[src/hdl/lehist_pkg.sv]
// ----------------------------------------------------------------------------
// lehist_pkg
// Shared constants, types and helpers for the Laplacian edge histogram.
// ----------------------------------------------------------------------------
`default_nettype none

package lehist_pkg;

	localparam int MAX_ROW_BYTES = 512;
	localparam int COUNT_WIDTH   = 24;
	localparam int NUM_BINS      = 55;

	localparam int ADDR_W  = $clog2(MAX_ROW_BYTES);
	localparam int RBE_W   = $clog2(MAX_ROW_BYTES + 1);
	localparam int RB_W    = 10;
	localparam int LEVEL_W = 10;
	localparam int BIN_W   = 6;
	localparam int BIN_AW  = $clog2(NUM_BINS);
	localparam int LAP_W   = LEVEL_W + 3;
	localparam int SQ_W    = LEVEL_W + 2;
	localparam int ROOT_W  = (SQ_W + 1) / 2;
	localparam int OUT_W   = 24;
	localparam int PAL_AW  = 4;

	localparam logic [RB_W-1:0] ROW_BYTES_RESET = RB_W'(320);
	localparam logic [7:0] NIB_LO_MASK = 8'h0F;
	localparam logic [7:0] NIB_HI_MASK = 8'hF0;
	localparam int NIB_SHIFT = 4;

	localparam logic OP_PALETTE = 1'b0;
	localparam logic OP_PIXEL   = 1'b1;

	localparam logic [COUNT_WIDTH-1:0] COUNT_MAX = '1;

	typedef struct packed {
		logic [ADDR_W-1:0] rd_a_addr;
		logic [ADDR_W-1:0] rd_b_addr;
		logic              above_we;
		logic [ADDR_W-1:0] above_waddr;
		logic [7:0]        above_wdata;
		logic              mid_we;
		logic [ADDR_W-1:0] mid_waddr;
		logic [7:0]        mid_wdata;
	} line_req_t;

	typedef struct packed {
		logic [7:0] up;
		logic [7:0] mid_a;
		logic [7:0] mid_b;
	} line_rsp_t;

	function automatic logic [PAL_AW-1:0] nib_hi(input logic [7:0] b);
		return PAL_AW'((b & NIB_HI_MASK) >> NIB_SHIFT);
	endfunction

	function automatic logic [PAL_AW-1:0] nib_lo(input logic [7:0] b);
		return PAL_AW'(b & NIB_LO_MASK);
	endfunction

	function automatic logic [COUNT_WIDTH-1:0] sat_inc(input logic [COUNT_WIDTH-1:0] v);
		return (v == COUNT_MAX) ? COUNT_MAX : v + COUNT_WIDTH'(1);
	endfunction

endpackage

`default_nettype wire

[src/hdl/lehist_sqrt.sv]
// ----------------------------------------------------------------------------
// lehist_sqrt
// Integer square root, one result bit per cycle, most significant first.
// ----------------------------------------------------------------------------
`default_nettype none

module lehist_sqrt import lehist_pkg::*; (
	input  wire logic              clk,
	input  wire logic              arst_n,
	input  wire logic              start,
	input  wire logic [SQ_W-1:0]   value,
	output logic                   done,
	output logic      [ROOT_W-1:0] root
);

	localparam int IDX_W = $clog2(ROOT_W + 1);

	logic busy_q;
	logic [IDX_W-1:0] idx_q;
	logic [SQ_W-1:0] value_q;
	logic [ROOT_W-1:0] root_q;
	logic [ROOT_W-1:0] trial;
	logic [2*ROOT_W-1:0] square;
	logic keep;

	assign trial  = root_q | (ROOT_W'(1) << idx_q);
	assign square = (2*ROOT_W)'(trial) * (2*ROOT_W)'(trial);
	assign keep   = (32'(square) <= 32'(value_q));

	always_ff @(posedge clk or negedge arst_n) begin
		if (!arst_n) begin
			busy_q <= 1'b0;
			done   <= 1'b0;
			idx_q  <= '0;
		end else begin
			done <= 1'b0;
			if (start) begin
				busy_q <= 1'b1;
				idx_q  <= IDX_W'(ROOT_W - 1);
			end else if (busy_q) begin
				if (idx_q == '0) begin
					busy_q <= 1'b0;
					done   <= 1'b1;
				end else begin
					idx_q <= idx_q - IDX_W'(1);
				end
			end
		end
	end

	always_ff @(posedge clk) begin
		if (start) begin
			value_q <= value;
			root_q  <= '0;
		end else if (busy_q && keep) begin
			root_q <= trial;
		end
	end

	assign root = root_q;

endmodule

`default_nettype wire

[config.mk]
export PLATFORM = sky130hd
export DESIGN_NAME = lehist_sqrt
export DESIGN_NICKNAME = d
export VERILOG_FILES = /design/src/hdl/lehist_pkg.sv /design/src/hdl/lehist_sqrt.sv
export SDC_FILE = /design/constraint.sdc
export NUM_CORES = 1
export LEC_CHECK = 0
export ABC_AREA = 1
export ABC_CLOCK_PERIOD_IN_PS = 5330
export BUFFER_PORTS_ARGS = -buffer_cell sky130_fd_sc_hd__buf_2
export CORE_UTILIZATION = 59
export CTS_BUF_LIST = sky130_fd_sc_hd__clkbuf_16
export CTS_CLUSTER_DIAMETER = 100
export CTS_CLUSTER_SIZE = 16
export DETAILED_ROUTE_END_ITERATION = 8
export PLACE_DENSITY = 0.82
export SETUP_SLACK_MARGIN = 0.02
export SYNTH_ARGS = -nofsm -noshare
export SYNTH_HDL_FRONTEND = slang
export SYNTH_SLANG_ARGS = --single-unit
export TNS_END_PERCENT = 5
[constraint.sdc]
create_clock -name clk -period 5.33 [get_ports clk]
set_input_delay 1.3325 -clock clk [delete_from_list [all_inputs] [get_ports clk]]
set_output_delay 1.3325 -clock clk [all_outputs]
set_load 0.01 [all_outputs]
# Word-level counts from Yosys, hierarchy flattened

Index checks and enable logic that the tools add are counted.

Flip-flop bits (word level): 23
Output and inout port bits: 7
Input port bits: 15
Word-level logic and storage cells: 24

Reductions and logical operators: 4
Muxes and demuxes: 9
Bitwise operators: 1
Add/sub/neg operators: 1
Magnitude comparators: 1
Shift operators: 1
$mul: 1
Equal/unequal tests: 1

Operator list:

| kind                                                                | count |
|---|---|
| 12-bit less-or-equal comparator                                     | 1 |
| 6-bit by 6-bit multiplier with 12-bit output                        | 1 |
| 3-bit two-way mux                                                   | 3 |
| 1-bit two-way mux                                                   | 6 |
| 6-bit bitwise OR                                                    | 1 |
| 1-bit by 3-bit left shift with 6-bit output (first input constant)  | 1 |
| 3-bit zero test                                                     | 1 |
| 3-bit by 1-bit subtractor with 3-bit output (second input constant) | 1 |
| 2-bit inequality test (second input constant)                       | 1 |
| 2-bit AND reduction                                                 | 1 |
| 2-bit nonzero test                                                  | 1 |
| 1-bit logical AND                                                   | 1 |

# Longest topological paths before layout

Depth after elaboration: 5
Depth in mapped cells: 29
Depth with buffers taken out: 29

# Worst setup path before layout

OpenSTA, ideal clock, no wires.

Kind: register -> register
Start point: register idx_q[0]
End point: register root_q[0] (netlist: root[0])
Cell stages (with the launch flop): 30
Path slack: 0.770 ns
Arrival: 4.443 ns
Data required time: 5.213 ns
Period minus slack after synthesis: 4.560 ns
Path buffers: 0
Setup time: 0.117 ns
Path through: dfrtp_1 > inv_1 > ha_1 > inv_1 > nor2_4 > nor2_2 > inv_2 > nand2_1 > inv_1 > fa_1 > inv_1 > fa_1 > inv_1 > fa_1 > ha_1 > nand3_1 > nand2_1 > a21oi_1 > xor2_1 > inv_1 > ha_1 > nand2_1 > inv_1 > nand2_2 > nor2_4 > nand2_1 > nand3_2 > nand2_2 > nand2_4 > a21oi_2

Word-level cells in the longest chain between the ends: 5

Ends and longest elaborated chain:

| item                                          | line              | RTL |
|---|---|---|
| start: declaration                            | lehist_sqrt.sv:19 | `logic [IDX_W-1:0] idx_q;` |
| start signal: assignment                      | lehist_sqrt.sv:39 | `idx_q <= IDX_W'(ROOT_W - 1);` |
| start signal: assignment                      | lehist_sqrt.sv:45 | `idx_q <= idx_q - IDX_W'(1);` |
| 1-bit by 3-bit left shift with 6-bit output * | lehist_sqrt.sv:26 | `assign trial = root_q \| (ROOT_W'(1) << idx_q);` |
| 6-bit bitwise OR *                            | lehist_sqrt.sv:26 |  |
| 6-bit by 6-bit multiplier with 12-bit output  | lehist_sqrt.sv:27 | `assign square = (2*ROOT_W)'(trial) * (2*ROOT_W)'(trial);` |
| 12-bit less-or-equal comparator               | lehist_sqrt.sv:28 | `assign keep = (32'(square) <= 32'(value_q));` |
| 1-bit logical AND                             | lehist_sqrt.sv:55 | `end else if (busy_q && keep) begin` |
| end signal: assignment                        | lehist_sqrt.sv:56 | `root_q <= trial;` |
| end: declaration                              | lehist_sqrt.sv:21 | `logic [ROOT_W-1:0] root_q;` |

Mark *: on every way between the ends. The rest lies on a longest branch, timed or not.
A chain may end at the register's enable or synchronous reset.

# Worst setup path after layout

Start point: register idx_q[1]
End point: register root_q[2] (netlist: root[2])

The elaborated chain is that of the path after synthesis.

==> qor.csv <==
stage,metric,value,unit
outcome,outcome,"finished, final reports clean",
detailed_routing,drc_errors,0,
sta,skew,0.00448,ns
setup_path,cp_top_family,adder cells,
global_route,grt_max_degree,17,
sta,slew_headroom,0.753,
setup_path,path_class,flop to flop,
logic_synthesis,synth_edf_count,12,
global_route,antenna_found_initial,0,
sta,tns,0,ns
power_and_ir_drop,p_per_area,405,nW/um^2
cts,clock_tree.root_cell,clkbuf_16,
flow_run,drv_cap,0,
global_route,grt_pass1_vias,1423,
detailed_routing,vias,1468,
cts,clkTransAtPathRegs,0.06,ns
setup_path,critPathMaxFanout,7,
logic_synthesis,ys_warn_count,0,
logic_synthesis,ys.flop_type,edfxtp_1,
layout,layout-drive-gt1-share,0.219,
logic_synthesis,synthCells,232,
floorplan,die_h,60.0,microns
logic_synthesis,synth_nets,284,
layout,num_antenna_cells,0,
setup_path,start_kind,flop,
setup_path,r2r_cells,29,
logic_synthesis,ys_ff_latch,23,
logic_synthesis,ys_types,26,
setup_path,worstPathArrival,5.08,ns
sta,worst-slew-pin-transition,0.371,ns
power_and_ir_drop,power,0.900,mW
cts,cts_hold_buf,0,
layout,mostFrequentLayoutCells,"55 x inv_1, 45 x nand2_1, 29 x ha_1, 21 x buf_2, 12 x edfxtp_1",
power_and_ir_drop,pwr-share-seq,0.264,
detailed_routing,first_pass_iters,4,
cts,insertion_delay,0.26,ns
cts,tritoncts,built,
global_route,grt-ovfl-total,0,
setup_path,critPathMaxStageDelay,0.54,ns
detailed_routing,ant_nets,0,
sta,timing_hold_violations_final,0,
floorplan,die_area,3600,sq um
placed_design,io_buffers,21,
setup_path,worst_setup_path_end_kind,flop,
cts,cts.repair.resized,0,
placed_design,gp_congestion,0.845,
logic_synthesis,synth_seq_area_share,0.305,
placed_design,place_hpwl,2.77,mm
power_and_ir_drop,p_switching,0.401,mW
worst_hold_path,min_delay_path_depth,2,
setup_path,slowest_stage,fa_1,
logic_synthesis,syn-cell-area,1980,sq um
setup_path,reg2reg_slack,0.39,ns
power_and_ir_drop,p_leak,1.32,nW
cts,postCtsSetupBuffers,0,
power_and_ir_drop,combPwrFrac,0.552,
detailed_routing,drt-initial-drc-count,39,
sta,rsz0062_at_grt,no,
floorplan,core_area,3130,sq um
power_and_ir_drop,pwr-share-clk,0.184,
global_route,grt_pass1_wl,5.95,mm
worst_hold_path,min_from,root[4],
detailed_routing,vias_per_cell,4.89,
sta,setup_viol,0,
sta,timing.final.crit_share,0.926,
cts,cts_buffers,3,
sta,min_period,4.94,ns
setup_path,path_common_cell,inv_1,
sta,slew_violations,0,
setup_path,worstPathRequired,5.47,ns
layout,areaGrowthSynthToFinish,12.1,%
sta,timing.fmax,203,MHz
floorplan,start_util,0.634,
setup_path,timing.rr.end,root[2],
layout,layout_commonest_cell,inv_1,
layout,layout.nets,309,
floorplan,rows,20,
power_and_ir_drop,peakVddDrop,0.000254,V
floorplan,ioPinCount,22,
setup_path,r2r_start,idx_q[1],
worst_hold_path,holdPathEnd,root[4],
floorplan,fp.dieW,60.0,microns
cts,clkSinkCount,23,
cts,htreeDepth,1,
worst_hold_path,hold_class,flop to flop,
setup_path,path_buf_inv,8,
cts,clockBufferDepth,2,
logic_synthesis,postSynthAreaPerCell,8.55,sq um
power_and_ir_drop,intPower,0.499,mW
global_route,track_usage,0.225,
detailed_routing,wirelength,3.56,mm
power_and_ir_drop,sw_frac_of_total,0.446,
logic_synthesis,synthArstFlopShare,0.217,
detailed_routing,wl_per_cell,11.9,microns
[area by class of cell]
| type | instances | area [sq um] |
|---|---|---|
| Clock inverter | 1 | 7.51 |
| Multi-Input combinational cell | 147 | 1140 |
| Tap cell | 44 | 55.1 |
| Inverter | 61 | 230 |
| Timing Repair Buffer | 21 | 105 |
| Clock buffer | 3 | 75.1 |
| Sequential cell | 23 | 606 |
| Fill cell | 240 | 906 |
[how the worst max path moves through the flow]
stage                     startpoint  cells past startpoint  slack [ns]      end
after floorplan             idx_q[0]                     29        0.77  root[0]
after global placement      idx_q[1]                     29        0.57  root[2]
after detailed placement    idx_q[1]                     29        0.39  root[2]
after CTS                   idx_q[1]                     29        0.38  root[2]
after global routing        idx_q[1]                     29        0.03  root[2]
final                       idx_q[1]                     29        0.39  root[2]
[power groups by stage]
| stage | clock [mW] | sequential (mW) | combinational (mW) |
|---|---|---|---|
| after detailed placement | 0 | 0.241 | 0.493 |
| after CTS | 0.166 | 0.237 | 0.501 |
| after floorplan | 0 | 0.243 | 0.385 |
| final | 0.165 | 0.238 | 0.497 |
| after global placement | 0 | 0.240 | 0.473 |
| after global routing | 0.174 | 0.241 | 0.565 |
[cells by family after synthesis]
logic type,synth area share
AOI/OAI and AO/OA,0.0820
xor gates and xnor gates,0.0397
adders and majority gates,0.264
buffers and inverters,0.118
DFF,0.305
and+or+nand+nor,0.191
[per-layer routing]
| layer | global-route usage | wire length, microns | up-vias |
|---|---|---|---|
| li1 | - | - | 764 |
| met1 | 0.265 | 1530 | 654 |
| met4 | 0.0731 | 59 | 0 |
| met3 | 0.0390 | 122 | 11 |
| met5 | 0 | 0 | - |
| met2 | 0.411 | 1840 | 39 |
[through the flow]
step	cell area (sq um)	std cells	hold WS (ns)	setup slack, ns	utilization
after floorplan	1980	232	0.504	0.770	-
after global placement	2140	296	0.479	0.567	0.684
after detailed placement	2140	296	0.479	0.389	0.684
after CTS	2220	300	0.495	0.377	0.710
after global routing	2220	300	0.517	0.0325	0.710
final	2220	300	0.496	0.394	0.710
[Yosys cell counts, types with 2 or more instances]
| cell | n | area, sq um |
|---|---|---|
| nand4_1 | 2 | 12.5 |
| a21oi_1 | 9 | 45.0 |
| xnor2_1 | 2 | 17.5 |
| nor2_1 | 7 | 26.3 |
| a21oi_2 | 10 | 87.6 |
| dfxtp_1 | 6 | 120 |
| nand3_2 | 2 | 20.0 |
| nand2_2 | 6 | 37.5 |
| edfxtp_1 | 12 | 360 |
| nand2_4 | 2 | 22.5 |
| ha_1 | 29 | 363 |
| nor2_4 | 3 | 33.8 |
| o21ai_0 | 2 | 10.0 |
| inv_1 | 55 | 206 |
| inv_2 | 5 | 18.8 |
| xor2_1 | 7 | 61.3 |
| nand3_1 | 9 | 45.0 |
| fa_1 | 8 | 160 |
| dfrtp_1 | 5 | 125 |
| nand2_1 | 45 | 169 |
[sequential cells by signal (all words and copies together), names as in the netlist]
name	count
root	6
done	1
value_q	12
idx_q	3
busy_q	1
[tightest hold or removal path, delay by kind of cell, from the launching register on]
kind	cells	cell delay [ns]
compound gates	1	0.05
buf+inv	1	0.07
flops	1	0.33
No activity file was read; power rests on OpenSTA's default activity.
