## src/hdl/lehist_pkg.sv

```systemverilog
// ----------------------------------------------------------------------------
// lehist_pkg
// Shared constants, types and helpers for the Laplacian edge histogram.
// ----------------------------------------------------------------------------
`default_nettype none

package lehist_pkg;

	localparam int MAX_ROW_BYTES = 512;
	localparam int COUNT_WIDTH   = 24;
	localparam int NUM_BINS      = 55;

	localparam int ADDR_W  = $clog2(MAX_ROW_BYTES);
	localparam int RBE_W   = $clog2(MAX_ROW_BYTES + 1);
	localparam int RB_W    = 10;
	localparam int LEVEL_W = 10;
	localparam int BIN_W   = 6;
	localparam int BIN_AW  = $clog2(NUM_BINS);
	localparam int LAP_W   = LEVEL_W + 3;
	localparam int SQ_W    = LEVEL_W + 2;
	localparam int ROOT_W  = (SQ_W + 1) / 2;
	localparam int OUT_W   = 24;
	localparam int PAL_AW  = 4;

	localparam logic [RB_W-1:0] ROW_BYTES_RESET = RB_W'(320);
	localparam logic [7:0] NIB_LO_MASK = 8'h0F;
	localparam logic [7:0] NIB_HI_MASK = 8'hF0;
	localparam int NIB_SHIFT = 4;

	localparam logic OP_PALETTE = 1'b0;
	localparam logic OP_PIXEL   = 1'b1;

	localparam logic [COUNT_WIDTH-1:0] COUNT_MAX = '1;

	typedef struct packed {
		logic [ADDR_W-1:0] rd_a_addr;
		logic [ADDR_W-1:0] rd_b_addr;
		logic              above_we;
		logic [ADDR_W-1:0] above_waddr;
		logic [7:0]        above_wdata;
		logic              mid_we;
		logic [ADDR_W-1:0] mid_waddr;
		logic [7:0]        mid_wdata;
	} line_req_t;

	typedef struct packed {
		logic [7:0] up;
		logic [7:0] mid_a;
		logic [7:0] mid_b;
	} line_rsp_t;

	function automatic logic [PAL_AW-1:0] nib_hi(input logic [7:0] b);
		return PAL_AW'((b & NIB_HI_MASK) >> NIB_SHIFT);
	endfunction

	function automatic logic [PAL_AW-1:0] nib_lo(input logic [7:0] b);
		return PAL_AW'(b & NIB_LO_MASK);
	endfunction

	function automatic logic [COUNT_WIDTH-1:0] sat_inc(input logic [COUNT_WIDTH-1:0] v);
		return (v == COUNT_MAX) ? COUNT_MAX : v + COUNT_WIDTH'(1);
	endfunction

endpackage

`default_nettype wire

```

## src/hdl/lehist_pal.sv

```systemverilog
// ----------------------------------------------------------------------------
// lehist_pal
// Palette memory: 16 intensity levels, one write port, two registered reads.
// ----------------------------------------------------------------------------
`default_nettype none

module lehist_pal import lehist_pkg::*; (
	input  wire logic               clk,
	input  wire logic               arst_n,
	input  wire logic               we,
	input  wire logic [PAL_AW-1:0]  waddr,
	input  wire logic [LEVEL_W-1:0] wdata,
	input  wire logic [PAL_AW-1:0]  raddr_a,
	input  wire logic [PAL_AW-1:0]  raddr_b,
	output logic      [LEVEL_W-1:0] level_a,
	output logic      [LEVEL_W-1:0] level_b
);

	logic [LEVEL_W-1:0] mem [2**PAL_AW];
	logic [2**PAL_AW-1:0] valid_q;
	logic [LEVEL_W-1:0] dout_a_q, dout_b_q;
	logic va_q, vb_q;

	always_ff @(posedge clk) begin
		if (we) begin
			mem[waddr] <= wdata;
		end
		dout_a_q <= mem[raddr_a];
		dout_b_q <= mem[raddr_b];
	end

	// unwritten entries read as zero
	always_ff @(posedge clk or negedge arst_n) begin
		if (!arst_n) begin
			valid_q <= '0;
			va_q    <= 1'b0;
			vb_q    <= 1'b0;
		end else begin
			if (we) begin
				valid_q[waddr] <= 1'b1;
			end
			va_q <= valid_q[raddr_a];
			vb_q <= valid_q[raddr_b];
		end
	end

	assign level_a = va_q ? dout_a_q : '0;
	assign level_b = vb_q ? dout_b_q : '0;

endmodule

`default_nettype wire

```

## config.mk

```make
export PLATFORM = sky130hd
export DESIGN_NAME = lehist_pal
export DESIGN_NICKNAME = d
export VERILOG_FILES = /design/src/hdl/lehist_pkg.sv /design/src/hdl/lehist_pal.sv
export SDC_FILE = /design/constraint.sdc
export NUM_CORES = 1
export LEC_CHECK = 0
export BUFFER_PORTS_ARGS = -buffer_cell sky130_fd_sc_hd__buf_4
export CORE_ASPECT_RATIO = 2
export CORE_MARGIN = 2
export CORE_UTILIZATION = 27
export CTS_BUF_LIST = sky130_fd_sc_hd__clkbuf_8
export DETAILED_ROUTE_END_ITERATION = 8
export SYNTH_ARGS = -nofsm -noshare
export SYNTH_HDL_FRONTEND = slang
export SYNTH_SLANG_ARGS = --single-unit
```

## constraint.sdc

```tcl
create_clock -name clk -period 1.7 [get_ports clk]
set_clock_uncertainty 0.1 [all_clocks]
set_input_delay 0.425 -clock clk [delete_from_list [all_inputs] [get_ports clk]]
set_output_delay 0.425 -clock clk [all_outputs]
set_load 0.005 [all_outputs]
```

# Word-level counts from Yosys, hierarchy flattened

Memory sizes are Yosys's and may differ from the RTL's. A register that Yosys moved wholly into a read port is not among the register bits.
Index checks and enable logic that the tools add are counted.
W data, S select, Z words.

Bits in registers: 18
Bits in writable memories: 160
Output and inout port bits: 20
Word-level logic and storage cells: 20
Memories kept: 1

Memories:

| memory | depth | bits a word | rd ports | clocked after memory_dff | write ports | RTL line         | RTL |
|---|---|---|---|---|---|---|---|
| mem    | 16    | 10          | 2        | 2                        | 1           | lehist_pal.sv:19 | `logic [LEVEL_W-1:0] mem [2**PAL_AW];` |

$lt $le $gt $ge: 4
Muxes and demuxes: 10
Bitwise logic cells: 1
Reductions and logical operators: 1

Operators by type and width:

| cell                 | count |
|---|---|
| $mux W10             | 2 |
| $or A16 B16 Y16      | 1 |
| $lt A4 B5 Y1 const B | 3 |
| $bmux W1 S4          | 2 |
| $mux W1              | 5 |
| $demux W1 S4         | 1 |
| $ge A4 B1 Y1 const B | 1 |
| $logic_and A1 B1 Y1  | 1 |

# Logic depth before layout (Yosys ltp)

Gate-level depths: netlist (run 1).

Depth after elaboration: 5
Depth in mapped cells: 5
Mapped depth without buffers: 3

# Least setup slack after synthesis (run 1)

No wires, ideal clock.

Path kind: input to register
Start: in waddr[2]
End: mem mem[0][0], enable pin
Setup time: 0.391 ns
Arrival: 1.698 ns
Required time: 1.209 ns
Setup slack: -0.489 ns
Stages on the path: 2
Path through: or3b_2 nor3_1

RTL lines:

| element            | RTL line         | RTL |
|---|---|---|
| start: declaration | lehist_pal.sv:11 | `input wire logic [PAL_AW-1:0] waddr,` |
| end: declaration   | lehist_pal.sv:19 |  |

No word-level cell before the write port.

# Worst setup path after layout (run 1)

Start: reg vb_q
End: out level_b[5]

Longest elaborated chain between the ends: 1

RTL lines:

| element                  | RTL line         | RTL |
|---|---|---|
| start: declaration       | lehist_pal.sv:22 | `logic va_q, vb_q;` |
| start signal: assignment | lehist_pal.sv:43 | `vb_q <= valid_q[raddr_b];` |
| $mux W10                 | lehist_pal.sv:48 | `assign level_b = vb_q ? dout_b_q : '0;` |
| end: declaration         | lehist_pal.sv:16 | `output logic [LEVEL_W-1:0] level_b` |

Every way passes these cells.

==> impl_results.md, run 1 <==
* Status: finished, violations left
* Failing checks: negative setup slack
* Static Leak at 3.63 nW
* Hold/Removal Path Class: input pin to flip-flop
* Critical Path Sink Type: primary output
* Arrival @ worst endpoint at 1.30 ns
* DR iter-0 viols at 292
* Peak supply drop at 0.478 mV
* Final RePlAce weighted congestion at 0.835
* Num rows at 93
* Routed wl met2 at 13.7 mm
* Post-Syn Area at 0.00875 mm^2
* Avg Inst Size Synth at 19.6 um^2
* CTS Buf Count at 17
* Fin crit share at 107%
* Die X-Extent at 131 um
* Max-slew violations at 0
* Syn Nets at 472
* Reg2Reg Depth at 3
* Startpoint Class: flip-flop
* Buffers on Ports at 44
* Unrepaired setup endpoints after global routing: true
* Top sig layer: met4
* Initial antenna violation count at 2
* Critical path endpoint: level_b[5]
* First-pass GRT wire length at 35.3 mm
* Most used DFF post-synth: edfxtp_1
* H-tree Lvls at 4
* Worst-Skew Late Latency at 0.49 ns
* Drt first pass iters at 5
* Worst r2r dst: dout_b_q[0]
* Hold_sp: wdata[2]
* Core box area at 0.0321 mm^2
* Root buffer cell: clkbuf_8
* Starting Density at 27.2%
* ANT nets after route at 0
* Max-slew headroom at 79.1%
* Crit Path Class: flip-flop to primary output
* Worst r2r src: mem[2][0]
* Post-synth top area share at 54.9%
* Fin worst setup slack at -0.123 ns
* Hold Vio Cnt, Final at 0
* Vias in the first global route at 5487
* Post-synth EDFFs at 160
* Die area at 0.0339 mm^2
* Worst-path clk slew at 0.10 ns
* Setup TNS Final at -2.07 ns
* HPWL Detailed at 16.7 mm
* Height of the die at 259 um
* Clk buf depth at 2
* Pwr/cell area at 943 mW/mm^2
* Crit path from: vb_q
* Aggregate global routing overflow at 0
* Setup bufs post-CTS at 0
* Largest area contributor in the synthesized netlist: edfxtp_1
* Cell variety after synth at 22
* Worst hold slack at 0.140 ns
* Ys async rst share at 9.09%
* Worst-Margin Slew at 0.312 ns
* Final Power at 10.0 mW
* Top cells by area, synth: edfxtp_1 (55%), mux4_2 (13%), mux4_1 (11%)
* WL/cell at 24.4 um
* Sequential element share of the synthesized area at 64.7%
* Final Util at 33.1%
* Most common cell in the netlist: edfxtp_1
* Final net count at 556
* Cells after Synth at 447
* Final setup vio count at 20
* Placed insts at 938
* Area Overhead vs Synth at 21.5%
* Post-route insts no fill at 973
* Num ports at 45
* Layout cells sized above 1 at 37.1%
* Largest net degree at the start of global routing at 22
* Reg2reg setup slack at 0.18 ns
* CTS sink count at 198
* Residual DRC at 0
* Most frequent cells after synthesis: edfxtp_1 (160), mux4_2 (50), a22oi_1 (44)
* DR vias at 4913
* Ys Warns at 0
* Post-layout min period at 1.82 ns
* CTS tree: built
* #FFs+latches synth at 198
* Final wirelength at 23.7 mm
* Vias per cell at 5.05
* Max-Cap Viols at 0
* Achievable frequency at 549 MHz
* Met1 Routed Length at 7.94 mm
* Global Route Usage Sum at 14.4%
* Met3 WL post-DR at 997 um
* Largest driver fanout on the critical path at 10
* Worst EP required at 1.17 ns
[sequential cells by signal, indices dropped and copies added (netlist names)]
signal    flops
vb_q          1
va_q          1
mem         160
dout_a_q     10
valid_q      16
dout_b_q     10
[power by group]
part / leakage, nW / internal, mW / total, mW / switching, mW
Clock: 0.234 / 1.63 / 3.27 / 1.63
Combinational: 1.60 / 0.652 / 1.20 / 0.545
Sequential: 1.80 / 5.45 / 5.56 / 0.112
Total: 3.63 / 7.73 / 10.0 / 2.29
[how the worst min path moves through the flow]
stage               slack (ns)          to  depth (start not counted)
global placement          0.20  valid_q[2]                          1
detailed placement        0.21  valid_q[0]                          1
CTS                       0.11  mem[10][2]                          1
finish                    0.14  mem[10][2]                          1
global route              0.12  mem[10][2]                          1
floorplan                 0.03        va_q                          0
[cell type report]
type,count,area [um^2]
Antenna cell,2,5.00
Fill cell,3109,21500
Clock buffer,18,248
Multi-Input combinational cell,221,2970
Timing Repair Buffer,93,1030
Sequential cell,198,5660
Clock inverter,14,179
Tap cell,427,534
[through the flow]
stage          cell area (um^2)  setup slack, ns
5_1_grt                   10600           -0.188
6_report                  10600           -0.123
3_3_place_gp              10100           -0.297
4_1_cts                   10600           -0.177
2_1_floorplan              8780           0.0161
3_5_place_dp              10100           -0.288
[worst max-delay path: stages (launching register included)]
cell,delay [ns]
dfrtp_1,0.39
buf_6,0.15
and2_1,0.14
buf_4,0.13
[logic make-up after synthesis]
group	count (synthesis)	synth area share (%)
compound gates	44	3.78
flops	198	64.7
mux	88	24.3
buf+inv	28	1.97
simple gates	89	5.29
[metal layers]
layer / vias to the layer above / global-route usage, %
li1: 2066 / -
met1: 2618 / 14.2
met2: 170 / 27.8
met3: 59 / 2.58
met4: 0 / 8.33
met5: - / 0
[repair_timing]
action,4_1_cts,5_1_grt
hold endpoints to repair,18,0
pin swaps,0,0
hold buffers,1,0
gates cloned,0,0
resized for setup,16,0
setup endpoints to repair,20,20
[layout by cell type (no fill, tap or decap), drive strengths merged]
master       count
dlygate4sd3      1
and2            22
clkinv           1
clkbuf          18
nor2            14
or3b             1
or2             16
nand2b           2
dfxtp           20
bufinv           4
a22oi           44
nand3b           2
mux4            88
buf             92
inv              9
dfrtp           18
edfxtp         160
nand2           23
nand3            1
nor3             4
diode            2
nor2b            4
(Power assumes the default switching activity.)
==> run 2: changes to the inputs <==
Clock period 1.7 ns to 1.67 ns, I/O delays scaled along.
==> run 2 against run 1 <==
The run still ends with negative setup slack left; flip-flop and latch count unchanged; non-clock buffer count rose by 15; sequential power rose by 2%; register-to-register slack barely moved; global-route usage is 1.6 points lower; clock power is 12% lower; worst hold slack got worse by 0.0024 ns; setup slack worse by 0.047 ns; die area stayed put; combinational power rose by 9%; critical endpoint is now level_a[6]; largest power group unchanged.
==> impl_results.md, run 2 (synthesis gave the netlist of run 1 again) <==
* Status: finished, violations left (unchanged)
* Failing checks: negative setup slack (unchanged)
* Achievable frequency at 543 MHz
* Post-layout min period at 1.84 ns
* DR iter-0 viols at 430 (was 292)
* Max-slew violations at 0 (unchanged)
* Max reg flops at 160 (unchanged)
* Num rows at 93 (unchanged)
* Peak supply drop at 0.475 mV (was 0.478 mV)
* GRT met3 Usage at 2.64% (was 2.58%)
* Pwr/cell area at 921 mW/mm^2 (was 943 mW/mm^2)
* Final Util at 33.3% (was 33.1%)
* Crit Path Class: flip-flop to primary output (unchanged)
* Vias in the first global route at 5130 (was 5487)
* Startpoint Class: flip-flop (unchanged)
* Setup TNS Final at -2.86 ns (was -2.07 ns)
* ANT nets after route at 0 (unchanged)
* Buffers on Ports at 44 (unchanged)
* Crit path from: va_q (was vb_q)
* Reg2Reg Depth at 3 (unchanged)
* Met2 usage at 25.0% (was 27.8%)
* Post-route insts no fill at 987 (was 973)
* Worst r2r dst: dout_b_q[6] (was dout_b_q[0])
* Worst r2r src: mem[1][6] (was mem[2][0])
* Worst-Margin Slew at 1.18 ns (was 0.312 ns)
* Vias per cell at 4.81 (was 5.05)
* Worst-path clk slew at 0.11 ns (was 0.10 ns)
* Final RePlAce weighted congestion at 0.817 (was 0.835)
* Drt first pass iters at 4 (was 5)
* Fillcell total at 3093 (was 3109)
* Slowest-stage cell, CP: dfrtp_1 (unchanged)
* Num ports at 45 (unchanged)
* Final setup vio count at 20 (unchanged)
* CTS Buf Count at 17 (unchanged)
* Global Route Usage Sum at 12.7% (was 14.4%)
* Arrival @ worst endpoint at 1.32 ns (was 1.30 ns)
* Worst path max stage delay at 0.41 ns (was 0.39 ns)
* CTS tree: built (unchanged)
* Post-Place Worst Slack at -0.300 ns (was -0.288 ns)
* Hold/Removal Path Class: input pin to flip-flop (unchanged)
* Hold_sp: wdata[2] (unchanged)
* Reg2reg setup slack at 0.18 ns (about the same)
* Commonest non-fill, non-tap cells in the layout: edfxtp_1 (160), buf_4 (72), mux4_2 (50) (was edfxtp_1 (160), buf_4 (60), mux4_2 (50))
* Area Overhead vs Synth at 22.3% (was 21.5%)
* Dpl cell area at 0.0102 mm^2 (was 0.0101 mm^2)
* Busiest grt layer: met2 (unchanged)
* Core box area at 0.0321 mm^2 (unchanged)
* Placed insts at 953 (was 938)
* Worst EP required at 1.15 ns (was 1.17 ns)
* CP bufs+invs at 2 (unchanged)
* Initial antenna violation count at 1 (was 2)
* Largest net degree at the start of global routing at 20 (was 22)
* Hold-critical path depth at 1 (unchanged)
* Most common cell after layout, fill and taps aside: edfxtp_1 (unchanged)
* Worst-Skew Late Latency at 0.49 ns (about the same)
* Unrepaired setup endpoints after global routing: true (unchanged)
* Height of the die at 259 um (unchanged)
* Worst Hold Endpoint: mem[6][2] (was mem[10][2])
* Starting Density at 27.2% (unchanged)
* Critical Path Sink Type: primary output (unchanged)
* H-tree Lvls at 4 (unchanged)
* Hold Vio Cnt, Final at 0 (unchanged)
* CTS sink count at 198 (unchanged)
* Static Leak at 3.68 nW (was 3.63 nW)
* Largest registers: mem (160), valid_q (16) (unchanged)
* Final wirelength at 21.1 mm (was 23.7 mm)
* Final net count at 571 (was 556)
* Max-slew headroom at 21.0% (was 79.1%)
* Worst hold slack at 0.138 ns (was 0.140 ns)
* Largest driver fanout on the critical path at 10 (unchanged)
* HPWL Detailed at 16.2 mm (was 16.7 mm)
* Die X-Extent at 131 um (unchanged)
* DR vias at 4744 (was 4913)
* Die area at 0.0339 mm^2 (unchanged)
* Aggregate global routing overflow at 0 (unchanged)
* WL/cell at 21.4 um (was 24.4 um)
* Top cell family by delay on the critical path: flip-flops (unchanged)
* Clk buf depth at 2 (unchanged)
* Residual DRC at 0 (unchanged)
* Root buffer cell: clkbuf_8 (unchanged)
* Final Power at 9.85 mW (was 10.0 mW)
* Multi-input gate area at 0.00300 mm^2 (was 0.00297 mm^2)
* Layout cells sized above 1 at 41.1% (was 37.1%)
* Fin crit share at 110%
* Register area at 0.00566 mm^2 (about the same)
* Max-Cap Viols at 0 (unchanged)
* Fin worst setup slack at -0.171 ns (was -0.123 ns)
* Critical Path, Cell by Cell: buf_12, and2_4, buf_4 (was buf_6, and2_1, buf_4)
* Met1 Track Usage GR at 12.4% (was 14.2%)
* First-pass GRT wire length at 31.7 mm (was 35.3 mm)
* Top reg by flops: mem (unchanged)
* Design Area, Final at 0.0107 mm^2 (was 0.0106 mm^2)
run 2: final cells by class:
cell class / count / share of cell area, %
repair buffers: 108 / 10.6
well taps: 427 / 4.99
diodes: 1 / 0.0234
clock inverters: 15 / 1.31
multi-input cells: 221 / 28.1
flip-flops and latches: 198 / 52.9
clock buffers: 17 / 2.19
run 2: how the worst max path moves through the flow:
stage / to / slack (ns) / cells past startpoint
after floorplan: va_q / -0.005 / 5
after global placement: dout_b_q[6] / -0.29 / 5
after detailed placement: va_q / -0.30 / 4
after CTS: level_a[0] / -0.22 / 3
after global routing: level_a[5] / -0.22 / 3
final: level_a[6] / -0.17 / 3
run 2: where the power goes:
group	total, mW	internal (mW)	leakage [nW]	switching [mW]
combinational	1.31	0.744	1.68	0.569
clock	2.89	1.09	0.191	1.79
sequential	5.65	5.55	1.80	0.105
total	9.85	7.38	3.68	2.47
run 2: metal layers:
layer	up-vias	share of wire, %
met2	137	58
met1	2466	34
met3	48	3.5
met4	0	4.3
li1	2093	-
met5	-	0
run 2: timing repair:
action / 4_1_cts / 5_1_grt
hold buffers: 1 / 0
resized for setup: 25 / 8
hold endpoints to repair: 18 / 0
setup buffers: 0 / 0
setup endpoints to repair: 20 / 20
==> run 3: changes to the inputs <==
Settings changed: SKIP_LAST_GASP set to 1.
==> run 3 against run 2 <==
The flow still finishes with violations (negative setup slack); register-to-register slack about the same; total power down 0.48%; critical path depth unchanged; wire length is 0.20% higher; flip-flop and latch count unchanged; first-iteration DRC count fell by 7.0%; clock-buffer cell count unchanged; non-clock buffer count unchanged; combinational power decreased by 3%; clock power about the same; largest power group unchanged.
==> impl_results.md, run 3 (synthesis gave the netlist of run 1 again) <==
* Status: finished, violations left (unchanged)
* Failing checks: negative setup slack (unchanged)
* Max-Cap Viols at 0 (unchanged)
* Commonest non-fill, non-tap cells in the layout: edfxtp_1 (160), buf_4 (81), mux4_2 (50) (was edfxtp_1 (160), buf_4 (72), mux4_2 (50))
* Area Overhead vs Synth at 21.7% (was 22.3%)
* Busiest grt layer: met2 (unchanged)
* HPWL Detailed at 16.2 mm (unchanged)
* Residual DRC at 0 (unchanged)
* Worst EP required at 1.15 ns (about the same)
* ANT nets after route at 0 (unchanged)
* Buffers on Ports at 44 (unchanged)
* CTS Buf Count at 17 (unchanged)
* WL/cell at 21.4 um (about the same)
* Pwr/cell area at 921 mW/mm^2 (about the same)
* Arrival @ worst endpoint at 1.34 ns (was 1.32 ns)
* Setup bufs post-CTS at 0 (unchanged)
* Most common cell after layout, fill and taps aside: edfxtp_1 (unchanged)
* Core box area at 0.0321 mm^2 (unchanged)
* GRT met3 Usage at 2.66% (was 2.64%)
* Dpl cell area at 0.0102 mm^2 (unchanged)
* Largest net degree at the start of global routing at 20 (unchanged)
* Top reg by flops: mem (unchanged)
* Initial antenna violation count at 1 (unchanged)
* First-pass GRT wire length at 31.7 mm (about the same)
* Root buffer cell: clkbuf_8 (unchanged)
* Layout cells sized above 1 at 40.1% (was 41.1%)
* Largest registers: mem (160), valid_q (16) (unchanged)
* Largest driver fanout on the critical path at 10 (unchanged)
* Unrepaired setup endpoints after global routing: true (unchanged)
* Hold_sp: wdata[2] (unchanged)
* Die X-Extent at 131 um (unchanged)
* Critical Path Sink Type: primary output (unchanged)
* Worst-Skew Late Latency at 0.49 ns (about the same)
* Design Area, Final at 0.0106 mm^2 (was 0.0107 mm^2)
* DR iter-0 viols at 400 (was 430)
* Max-slew headroom at 24.1% (was 21.0%)
* Peak supply drop at 0.481 mV (was 0.475 mV)
* Worst r2r dst: dout_b_q[6] (unchanged)
* Die area at 0.0339 mm^2 (unchanged)
* Max-slew violations at 0 (unchanged)
* Critical path endpoint: level_a[9] (was level_a[6])
* Final wirelength at 21.2 mm (was 21.1 mm)
* Final Power at 9.80 mW (was 9.85 mW)
* Drt first pass iters at 5 (was 4)
* Register area at 0.00566 mm^2 (unchanged)
* H-tree Lvls at 4 (unchanged)
* Hold Vio Cnt, Final at 0 (unchanged)
* DR vias at 4744 (unchanged)
* Height of the die at 259 um (unchanged)
* Global Route Usage Sum at 12.7% (about the same)
* Final setup vio count at 20 (unchanged)
* Starting Density at 27.2% (unchanged)
* Reg2Reg Depth at 3 (unchanged)
* Achievable frequency at 540 MHz (was 543 MHz)
* Met1 Track Usage GR at 12.4% (about the same)
* Post-Place Worst Slack at -0.300 ns (unchanged)
* Startpoint Class: flip-flop (unchanged)
* Fillcell total at 3102 (was 3093)
* Worst-Margin Slew at 1.13 ns (was 1.18 ns)
* Multi-input gate area at 0.00299 mm^2 (was 0.00300 mm^2)
* Num rows at 93 (unchanged)
* Final RePlAce weighted congestion at 0.817 (unchanged)
* Num ports at 45 (unchanged)
* Final Util at 33.2% (was 33.3%)
* Vias per cell at 4.81 (unchanged)
* Aggregate global routing overflow at 0 (unchanged)
* CTS sink count at 198 (unchanged)
* CTS tree: built (unchanged)
* Setup TNS Final at -3.08 ns (was -2.86 ns)
* Post-layout min period at 1.85 ns (was 1.84 ns)
* Reg2reg setup slack at 0.18 ns (about the same)
* Worst r2r src: mem[1][6] (unchanged)
* Crit Path Class: flip-flop to primary output (unchanged)
* Vias in the first global route at 5134 (was 5130)
* Hold/Removal Path Class: input pin to flip-flop (unchanged)
* Static Leak at 3.66 nW (was 3.68 nW)
* Max reg flops at 160 (unchanged)
* Clk buf depth at 2 (unchanged)
* Final net count at 571 (unchanged)
* Met2 usage at 25.0% (about the same)
* Fin worst setup slack at -0.183 ns (was -0.171 ns)
* Crit path from: va_q (unchanged)
* Fin crit share at 111% (was 110%)
* Worst-path clk slew at 0.10 ns (was 0.11 ns)
run 3: cell counts in the layout (fill, tap and decap cells not counted):
No cell type changed its count.
run 3: area by class of cell:
class	instances	share of cell area, %
multi-input combinational	221	28.0
sequential	198	53.1
clock buffer	17	2.20
antenna	1	0.0235
timing repair buffer	108	10.3
tap	427	5.02
clock inverter	15	1.32
run 3: through the flow:
stage / hold slack [ns] / cells
3_3_place_gp: 0.192 / 953
6_report: 0.133 / 987
4_1_cts: 0.114 / 986
2_1_floorplan: 0.0219 / 447
5_1_grt: 0.122 / 987
3_5_place_dp: 0.200 / 953
run 3: report_power, final:
group	leakage, nW	internal (mW)	switching, mW
clock	0.191	1.09	1.79
combinational	1.67	0.708	0.562
sequential	1.80	5.55	0.103
run 3: timing repair:
item,CTS,global route
resized for setup,18,0
endpoints found under the setup margin,20,20
hold endpoints to repair,18,0
hold buffers,1,0
run 3: how the worst min path moves through the flow:
stage,end,slack [ns],cells past startpoint
final,mem[6][2],0.13,1
after detailed placement,valid_q[9],0.20,1
after global routing,mem[11][1],0.12,1
after CTS,mem[11][2],0.11,1
after floorplan,va_q,0.02,0
after global placement,vb_q,0.19,1
run 3: metal layers:
| layer | vias up | share of wire [%] |
|---|---|---|
| li1 | 2093 | - |
| met1 | 2477 | 34 |
| met2 | 127 | 58 |
| met3 | 47 | 3.4 |
| met4 | 0 | 4.1 |
| met5 | - | 0 |
run 3: critical path, cell delays in order, from the launching register on:
cell and delay (ns):
dfrtp_1 0.41, buf_12 0.15, and2_1 0.15, buf_4 0.14
